==> src/hdl/pgsa_pkg.sv <==
`timescale 1ns / 1ps
package pgsa_pkg;

	// defaults for the top level parameters
	localparam int SAMPLE_TIME_MS_DEF = 250;
	localparam int D_ALPHA_Q8_DEF     = 192;

	// one drive unit in the internal sum scale
	localparam logic signed [63:0] DRIVE_SCALE = 64'sd4096000;
	localparam logic [63:0] HALF_SCALE = 64'd2048000;
	// drive scale is 125 << 15
	localparam int SCALE_SHIFT = 15;
	localparam int SCALE_ODD   = 125;

	localparam int QUO_W = 28;

	// register indexes
	localparam logic [2:0] REG_KP       = 3'd0;
	localparam logic [2:0] REG_KI       = 3'd1;
	localparam logic [2:0] REG_KD       = 3'd2;
	localparam logic [2:0] REG_DEADBAND = 3'd3;
	localparam logic [2:0] REG_IBAND    = 3'd4;
	localparam logic [2:0] REG_ILIMIT   = 3'd5;
	localparam logic [2:0] REG_OLIMIT   = 3'd6;
	localparam logic [2:0] REG_SCHED    = 3'd7;

	localparam logic [15:0] KP_RST     = 16'd256;
	localparam logic [15:0] KI_RST     = 16'd0;
	localparam logic [15:0] KD_RST     = 16'd0;
	localparam logic [12:0] DEADBAND_RST = 13'd0;
	localparam logic [12:0] IBAND_RST  = 13'd160;
	localparam logic [30:0] ILIMIT_RST = 31'd1000000;
	localparam logic [14:0] OLIMIT_RST = 15'd1000;
	localparam logic [63:0] SCHED_RST  = 64'h0258_012C_00A0_0020;

	// datapath operations
	localparam logic [3:0] OP_NOP  = 4'd0;
	localparam logic [3:0] OP_LOAD = 4'd1;
	localparam logic [3:0] OP_PMUL = 4'd2;
	localparam logic [3:0] OP_PSCL = 4'd3;
	localparam logic [3:0] OP_FILT = 4'd4;
	localparam logic [3:0] OP_DMUL = 4'd5;
	localparam logic [3:0] OP_DSCL = 4'd6;
	localparam logic [3:0] OP_CAND = 4'd7;
	localparam logic [3:0] OP_IMUL = 4'd8;
	localparam logic [3:0] OP_ISUM = 4'd9;
	localparam logic [3:0] OP_ICMP = 4'd10;
	localparam logic [3:0] OP_TMUL = 4'd11;
	localparam logic [3:0] OP_TSUM = 4'd12;
	localparam logic [3:0] OP_TCLP = 4'd13;
	localparam logic [3:0] OP_QDIV = 4'd14;
	localparam logic [3:0] OP_OUT  = 4'd15;

	typedef struct packed {
		logic [3:0] op;
	} cmd_t;

	typedef struct packed {
		logic div_busy;
	} sts_t;

endpackage

==> src/hdl/pgsa_ctrl.sv <==
`timescale 1ns / 1ps
module pgsa_ctrl (
	input  logic           clk,
	input  logic           arst_n,
	input  logic           in_valid,
	output logic           in_ready,
	output logic           out_valid,
	input  logic           out_ready,
	output pgsa_pkg::cmd_t cmd,
	input  pgsa_pkg::sts_t sts
);
	localparam logic [3:0] ST_IDLE  = 4'd0;
	localparam logic [3:0] ST_PMUL  = 4'd1;
	localparam logic [3:0] ST_PSCL  = 4'd2;
	localparam logic [3:0] ST_DWAIT = 4'd3;
	localparam logic [3:0] ST_FILT  = 4'd4;
	localparam logic [3:0] ST_DMUL  = 4'd5;
	localparam logic [3:0] ST_DSCL  = 4'd6;
	localparam logic [3:0] ST_CAND  = 4'd7;
	localparam logic [3:0] ST_IMUL  = 4'd8;
	localparam logic [3:0] ST_ISUM  = 4'd9;
	localparam logic [3:0] ST_ICMP  = 4'd10;
	localparam logic [3:0] ST_TMUL  = 4'd11;
	localparam logic [3:0] ST_TSUM  = 4'd12;
	localparam logic [3:0] ST_TCLP  = 4'd13;
	localparam logic [3:0] ST_QDIV  = 4'd14;
	localparam logic [3:0] ST_QWAIT = 4'd15;

	logic [3:0] state_q, state_n;
	logic       out_valid_q;
	logic       take, finish;

	assign in_ready = state_q == ST_IDLE;
	assign take     = in_valid && in_ready;
	// result register is free or being emptied this cycle
	assign finish   = state_q == ST_QWAIT && !sts.div_busy && (!out_valid_q || out_ready);

	always_comb begin
		state_n = state_q;
		cmd.op  = pgsa_pkg::OP_NOP;
		case (state_q)
			ST_IDLE: begin
				if (take) begin
					cmd.op  = pgsa_pkg::OP_LOAD;
					state_n = ST_PMUL;
				end
			end
			ST_PMUL:  begin cmd.op = pgsa_pkg::OP_PMUL; state_n = ST_PSCL; end
			ST_PSCL:  begin cmd.op = pgsa_pkg::OP_PSCL; state_n = ST_DWAIT; end
			ST_DWAIT: begin
				if (!sts.div_busy) state_n = ST_FILT;
			end
			ST_FILT:  begin cmd.op = pgsa_pkg::OP_FILT; state_n = ST_DMUL; end
			ST_DMUL:  begin cmd.op = pgsa_pkg::OP_DMUL; state_n = ST_DSCL; end
			ST_DSCL:  begin cmd.op = pgsa_pkg::OP_DSCL; state_n = ST_CAND; end
			ST_CAND:  begin cmd.op = pgsa_pkg::OP_CAND; state_n = ST_IMUL; end
			ST_IMUL:  begin cmd.op = pgsa_pkg::OP_IMUL; state_n = ST_ISUM; end
			ST_ISUM:  begin cmd.op = pgsa_pkg::OP_ISUM; state_n = ST_ICMP; end
			ST_ICMP:  begin cmd.op = pgsa_pkg::OP_ICMP; state_n = ST_TMUL; end
			ST_TMUL:  begin cmd.op = pgsa_pkg::OP_TMUL; state_n = ST_TSUM; end
			ST_TSUM:  begin cmd.op = pgsa_pkg::OP_TSUM; state_n = ST_TCLP; end
			ST_TCLP:  begin cmd.op = pgsa_pkg::OP_TCLP; state_n = ST_QDIV; end
			ST_QDIV:  begin cmd.op = pgsa_pkg::OP_QDIV; state_n = ST_QWAIT; end
			ST_QWAIT: begin
				if (finish) begin
					cmd.op  = pgsa_pkg::OP_OUT;
					state_n = ST_IDLE;
				end
			end
			default: state_n = ST_IDLE;
		endcase
	end

	always_ff @(posedge clk or negedge arst_n) begin
		if (!arst_n) begin
			state_q     <= ST_IDLE;
			out_valid_q <= 1'b0;
		end else begin
			state_q <= state_n;
			if (finish) begin
				out_valid_q <= 1'b1;
			end else if (out_ready) begin
				out_valid_q <= 1'b0;
			end
		end
	end

	assign out_valid = out_valid_q;
endmodule

==> config.mk <==
export PLATFORM = sky130hd
export DESIGN_NAME = pgsa_ctrl
export DESIGN_NICKNAME = d
export VERILOG_FILES = /design/src/hdl/pgsa_pkg.sv /design/src/hdl/pgsa_ctrl.sv
export SDC_FILE = /design/constraint.sdc
export NUM_CORES = 1
export LEC_CHECK = 0
export BUFFER_PORTS_ARGS = -buffer_cell sky130_fd_sc_hd__buf_2
export CAP_MARGIN = 40
export CELL_PAD_IN_SITES_DETAIL_PLACEMENT = 1
export CELL_PAD_IN_SITES_GLOBAL_PLACEMENT = 2
export CORE_MARGIN = 8
export CORE_UTILIZATION = 23
export DETAILED_ROUTE_END_ITERATION = 10
export PLACE_DENSITY_LB_ADDON = 0.1
export SYNTH_ARGS = -nofsm -noshare
export SYNTH_HDL_FRONTEND = slang
export SYNTH_SLANG_ARGS = --single-unit
==> constraint.sdc <==
create_clock -name clk -period 1.15 [get_ports clk]
set_clock_uncertainty 0.05 [all_clocks]
set_input_delay 0.115 -clock clk [delete_from_list [all_inputs] [get_ports clk]]
set_output_delay 0.115 -clock clk [all_outputs]
set_load 0.02 [all_outputs]
# Word-level counts from Yosys, hierarchy flattened
# Cells that the tools add are included.
# word_totals
register_bits	5
input_bits	5
elab_cells	38
# op_classes
n_eq_ne	18
n_mux	9
reduce_logical	9
# ops
operator	count
case mux 4 bit (16 select lines)	1
case mux 4 bit (15 select lines)	1
equality test 4 bit (second input constant)	8
equality test 4 x 3 -> 1 bit (second input constant)	4
2-to-1 mux 4 bit	4
equality test 4 x 2 -> 1 bit (second input constant)	2
equality test 4 x 1 -> 1 bit (second input constant)	1
zero test 4 bit	1
inequality test 2 bit (second input constant)	2
logical AND 1 bit	3
2-to-1 mux 1 bit	3
AND reduction 3 bit	1
zero test 1 bit	2
inequality test 2 x 1 -> 1 bit (second input constant)	1
nonzero test 2 bit	1
logical OR 1 bit	1

# Depth between registers and ports, before layout
# depth
depth_word	5
depth_mapped	4
mapped_depth_nobuf	3

# Least setup slack after synthesis
# Ideal clock, no wire load.
# synth_timing
kind	flip-flop to output port
from	reg out_valid_q (netlist: out_valid)
to	out cmd[0] in the netlist's numbering
arrival_ps	1374
required_time_ps	985
slack_ps	-389
path_stages_with_launch	4
path_cell_list	dfrtp_1 -> nor2b_1 -> o211ai_1 -> a21boi_0
# synth_lines
element	line	source
start, declared	pgsa_ctrl.sv:30	logic out_valid_q;
start signal, assigned	pgsa_ctrl.sv:77	out_valid_q <= 1'b0;
start signal, assigned	pgsa_ctrl.sv:81	out_valid_q <= 1'b1;
start signal, assigned	pgsa_ctrl.sv:83	out_valid_q <= 1'b0;
end, declared	pgsa_ctrl.sv:9	output pgsa_pkg::cmd_t cmd,

==> flow_summary_export.csv <==
group,metric,value,unit
run_status,outcome,"finished with violations",
run_status,violations,"setup timing",
cells_and_area,multi_input_area,248,µm²
power,power_density,3270,nW/µm²
route,drtPass1Iterations,2,
timing,fin_crit_sh,137,%
critical_path,cp_cell_sequence,"or3b_1 -> a21oi_2 -> a221o_2 -> buf_6",
critical_path,criticalPathCategory,"register to primary output",
timing,setup_ws,-0.426,ns
placed_design,io_buffers,10,
power,netSwitchingPower,0.892,mW
global_route,grt_antenna_before_repair,0,
power,p_seq_share,16.6,%
timing,worst_slew_pin_slew,0.205,ns
power,ir_worst_vdd,1.29,mV
critical_path,path_max_fanout,5,
yosys,synth_fa_ha_area_share,0,%
die,die_height,54.8,µm
critical_path,crit_start,"state_q[1]$_DFFE_PN0P_",
critical_path,timing.rr.end,"state_q[3]$_DFFE_PN0P_",
die,rows,14,
global_route,gr-usage-all-layers,9.60,%
route,drcViolationCount,0,
yosys,synth-xor-area-share,0,%
route,wl_per_cell,15.6,µm
die,core,1450,µm²
critical_path,end_kind,"primary output",
route,vias,440,
route,wirelength,1360,µm
global_route,grt_overflow,0,
flow_run,maxCapViolCount,0,
yosys,ys_warn_count,0,
cells_and_area,diodes,0,
power,clock_power_share,10.0,%
timing,tns,-2.16,ns
yosys,ys.flop_type,"dfrtp_1",
die,dieArea,3010,µm²
yosys,syn_inst,41,
global_route,grt_pass1_wl,2040,µm
power,netSwitchingFraction,41.3,%
clock_tree,cts_made_buffers,3,
yosys,yosys.area_share.simple,23.8,%
critical_path,cp.depth,4,
critical_path,reg2regPathDepth,5,
cells_and_area,syn2layout_area_growth,90.3,%
yosys,syn_area_per_cell,8.45,µm²
power,p_leak,0.295,nW
timing,period_needed,1.58,ns
placed_design,place_inst,73,
placed_design,hpwl,915,µm
clock_tree,clk_latency,0.25,ns
yosys,postSynth.asyncResetShare,100,%
yosys,muxShareOfSynthArea,2.89,%
clock_tree,cts_tree,"yes",
power,comb_power_share,73.3,%
placed_design,placed_cell_area,484,µm²
yosys,synth_edf_count,0,
cells_and_area,regArea,128,µm²
die,die_w,54.8,µm
timing,whs,0.152,ns
die,ios,11,
critical_path,cp-endpoint,"cmd[1]",
clock_tree,clkTransAtPathRegs,0.05,ns
timing,rsz0062_at_grt,"yes",
clock_tree,clock-root-buffer,"clkbuf_4",
timing,hold_violations,0,
critical_path,crit_arrival,1.41,ns
critical_path,crit_buf_inv,1,
timing,finalMaxSlewViolations,0,
cells_and_area,nets,77,
route,drt-initial-drc-count,1,
yosys,synth_top_family_by_area,"compound AO/OA/AOI/OAI gates",
cells_and_area,fin_cells,87,
yosys,syn_area,347,µm²
route,ant_nets,0,
critical_path,critPathTopFamily,"flip-flops",
cells_and_area,finish.utilization,45.4,%
global_route,grt_pass1_vias,455,
critical_path,cp-start-kind,"register",
clock_tree,cts_sinks,5,
power,intPower,1.27,mW
clock_tree,cts.path.max_buffers,2,
clock_tree,htree_num_levels,1,
timing,setup-violations-final,10,
yosys,synth_seq_area_share,36.1,%
min_path,min_path_type,"input port to register",
timing,max_freq,0.635,GHz
timing,relSlewSlack,86.2,%
critical_path,reg2reg_from,"state_q[1]$_DFFE_PN0P_",
route,viasPerCell,5.06,
critical_path,crit_slowest_cell,"dfrtp_1",
global_route,grt_max_degree,12,
cells_and_area,fillers,185,
yosys,ys_seq_elements,5,
cells_and_area,fin_area,659,µm²
yosys,synth-compound-area-share,30.0,%
placed_design,place_congestion,0.820,
die,initial_core_util,23.8,%
critical_path,r2r_slack,-0.23,ns
cells_and_area,drive_gt1_share,64.8,%
yosys,syn_nets,46,
yosys,yosysUniqueCellTypes,26,
critical_path,required,0.99,ns
critical_path,max_stage_delay,0.41,ns
[repair_timing]
item | in CTS | in global routing
hold buffers | 1 | 0
endpoints found under the hold margin | 5 | 0
gates resized for setup | 11 | 13
pin swaps | 2 | 4
setup buffers | 3 | 6
setup endpoints to repair | 8 | 9
[sequential cells by signal (all words and copies together) (netlist names)]
| register | flops |
|---|---|
| state_q | 4 |
| out_valid | 1 |
[layout by cell type (no fill, tap or decap)]
cell	instances
o21ai_0	1
o21ai_2	2
nor2_1	1
o21ai_1	1
buf_6	7
o31a_1	1
o21a_2	1
a31oi_1	1
and2_1	1
o21bai_1	1
and3_4	1
dfrtp_2	2
nor4_2	1
nor2_4	1
or2_2	1
a221o_2	1
dlygate4sd3_1	1
clkbuf_4	3
clkbuf_1	1
buf_4	16
dfrtp_1	3
and2_4	1
mux2i_1	1
or3_1	1
o211ai_1	2
buf_2	5
nand2_1	3
a21oi_2	1
a21boi_2	1
nand2_4	1
nand2b_1	1
nor2b_4	1
or3b_1	1
a21oi_1	3
inv_1	1
[cell usage after synthesis, drive strengths merged, types with 2 or more instances]
cell    number  area, µm²
a21oi        4       20.0
and2         2       12.5
buf          2       16.3
dfrtp        5        125
nand2        4       15.0
nor2         2       7.51
o211ai       2       15.0
o21ai        4       20.0
[how the worst min path moves through the flow]
stage	start	endpoint	depth (start not counted)
after global routing	sts	out_valid$_DFFE_PN0P_	2
after global placement	arst_n	state_q[3]$_DFFE_PN0P_	1
after detailed placement	arst_n	state_q[2]$_DFFE_PN0P_	1
after floorplan	arst_n	out_valid$_DFFE_PN0P_	0
final	sts	out_valid$_DFFE_PN0P_	2
after CTS	sts	out_valid$_DFFE_PN0P_	2
[cell type report]
type | instances | share of cell area, %
clock buffer | 4 | 3.98
inverter | 1 | 0.569
multi-input combinational | 32 | 37.6
sequential | 5 | 19.4
tap | 16 | 3.04
timing repair buffer | 29 | 35.5
[through the flow]
stage	total power, mW	worst slack (ns)
6_report	2.16	-0.426
5_1_grt	2.31	-0.486
3_3_place_gp	1.40	-0.166
4_1_cts	1.86	-0.422
2_1_floorplan	1.06	-0.122
3_5_place_dp	1.42	-0.199
[cells by family (layout without fill, tap and decap cells)]
family | Yosys count | in the layout
compound gates | 16 | 16
simple gates | 15 | 15
flops | 5 | 5
buf+inv | 4 | 34
mux | 1 | 1
[power by group through the flow]
stage | clock (mW) | sequential (mW) | combinational (mW)
5_1_grt | 0.238 | 0.368 | 1.71
3_5_place_dp | 0 | 0.361 | 1.06
2_1_floorplan | 0 | 0.337 | 0.727
3_3_place_gp | 0 | 0.353 | 1.05
4_1_cts | 0.220 | 0.352 | 1.29
6_report | 0.216 | 0.359 | 1.58
[layer usage]
| metal | global-route usage [%] | wire length (µm) | vias up |
|---|---|---|---|
| met1 | 9.74 | 559 | 219 |
| met5 | 0 | 0 | - |
| met3 | 2.17 | 62 | 2 |
| li1 | - | - | 209 |
| met2 | 16.4 | 721 | 10 |
| met4 | 7.79 | 14 | 0 |
[worst reg2reg max path, cell delays in order, from the launching register on]
cell and delay (ns):
dfrtp_1 0.41, buf_4 0.15, buf_6 0.11, and3_4 0.16, or2_2 0.28, o31a_1 0.11
(Power assumes the default switching activity.)
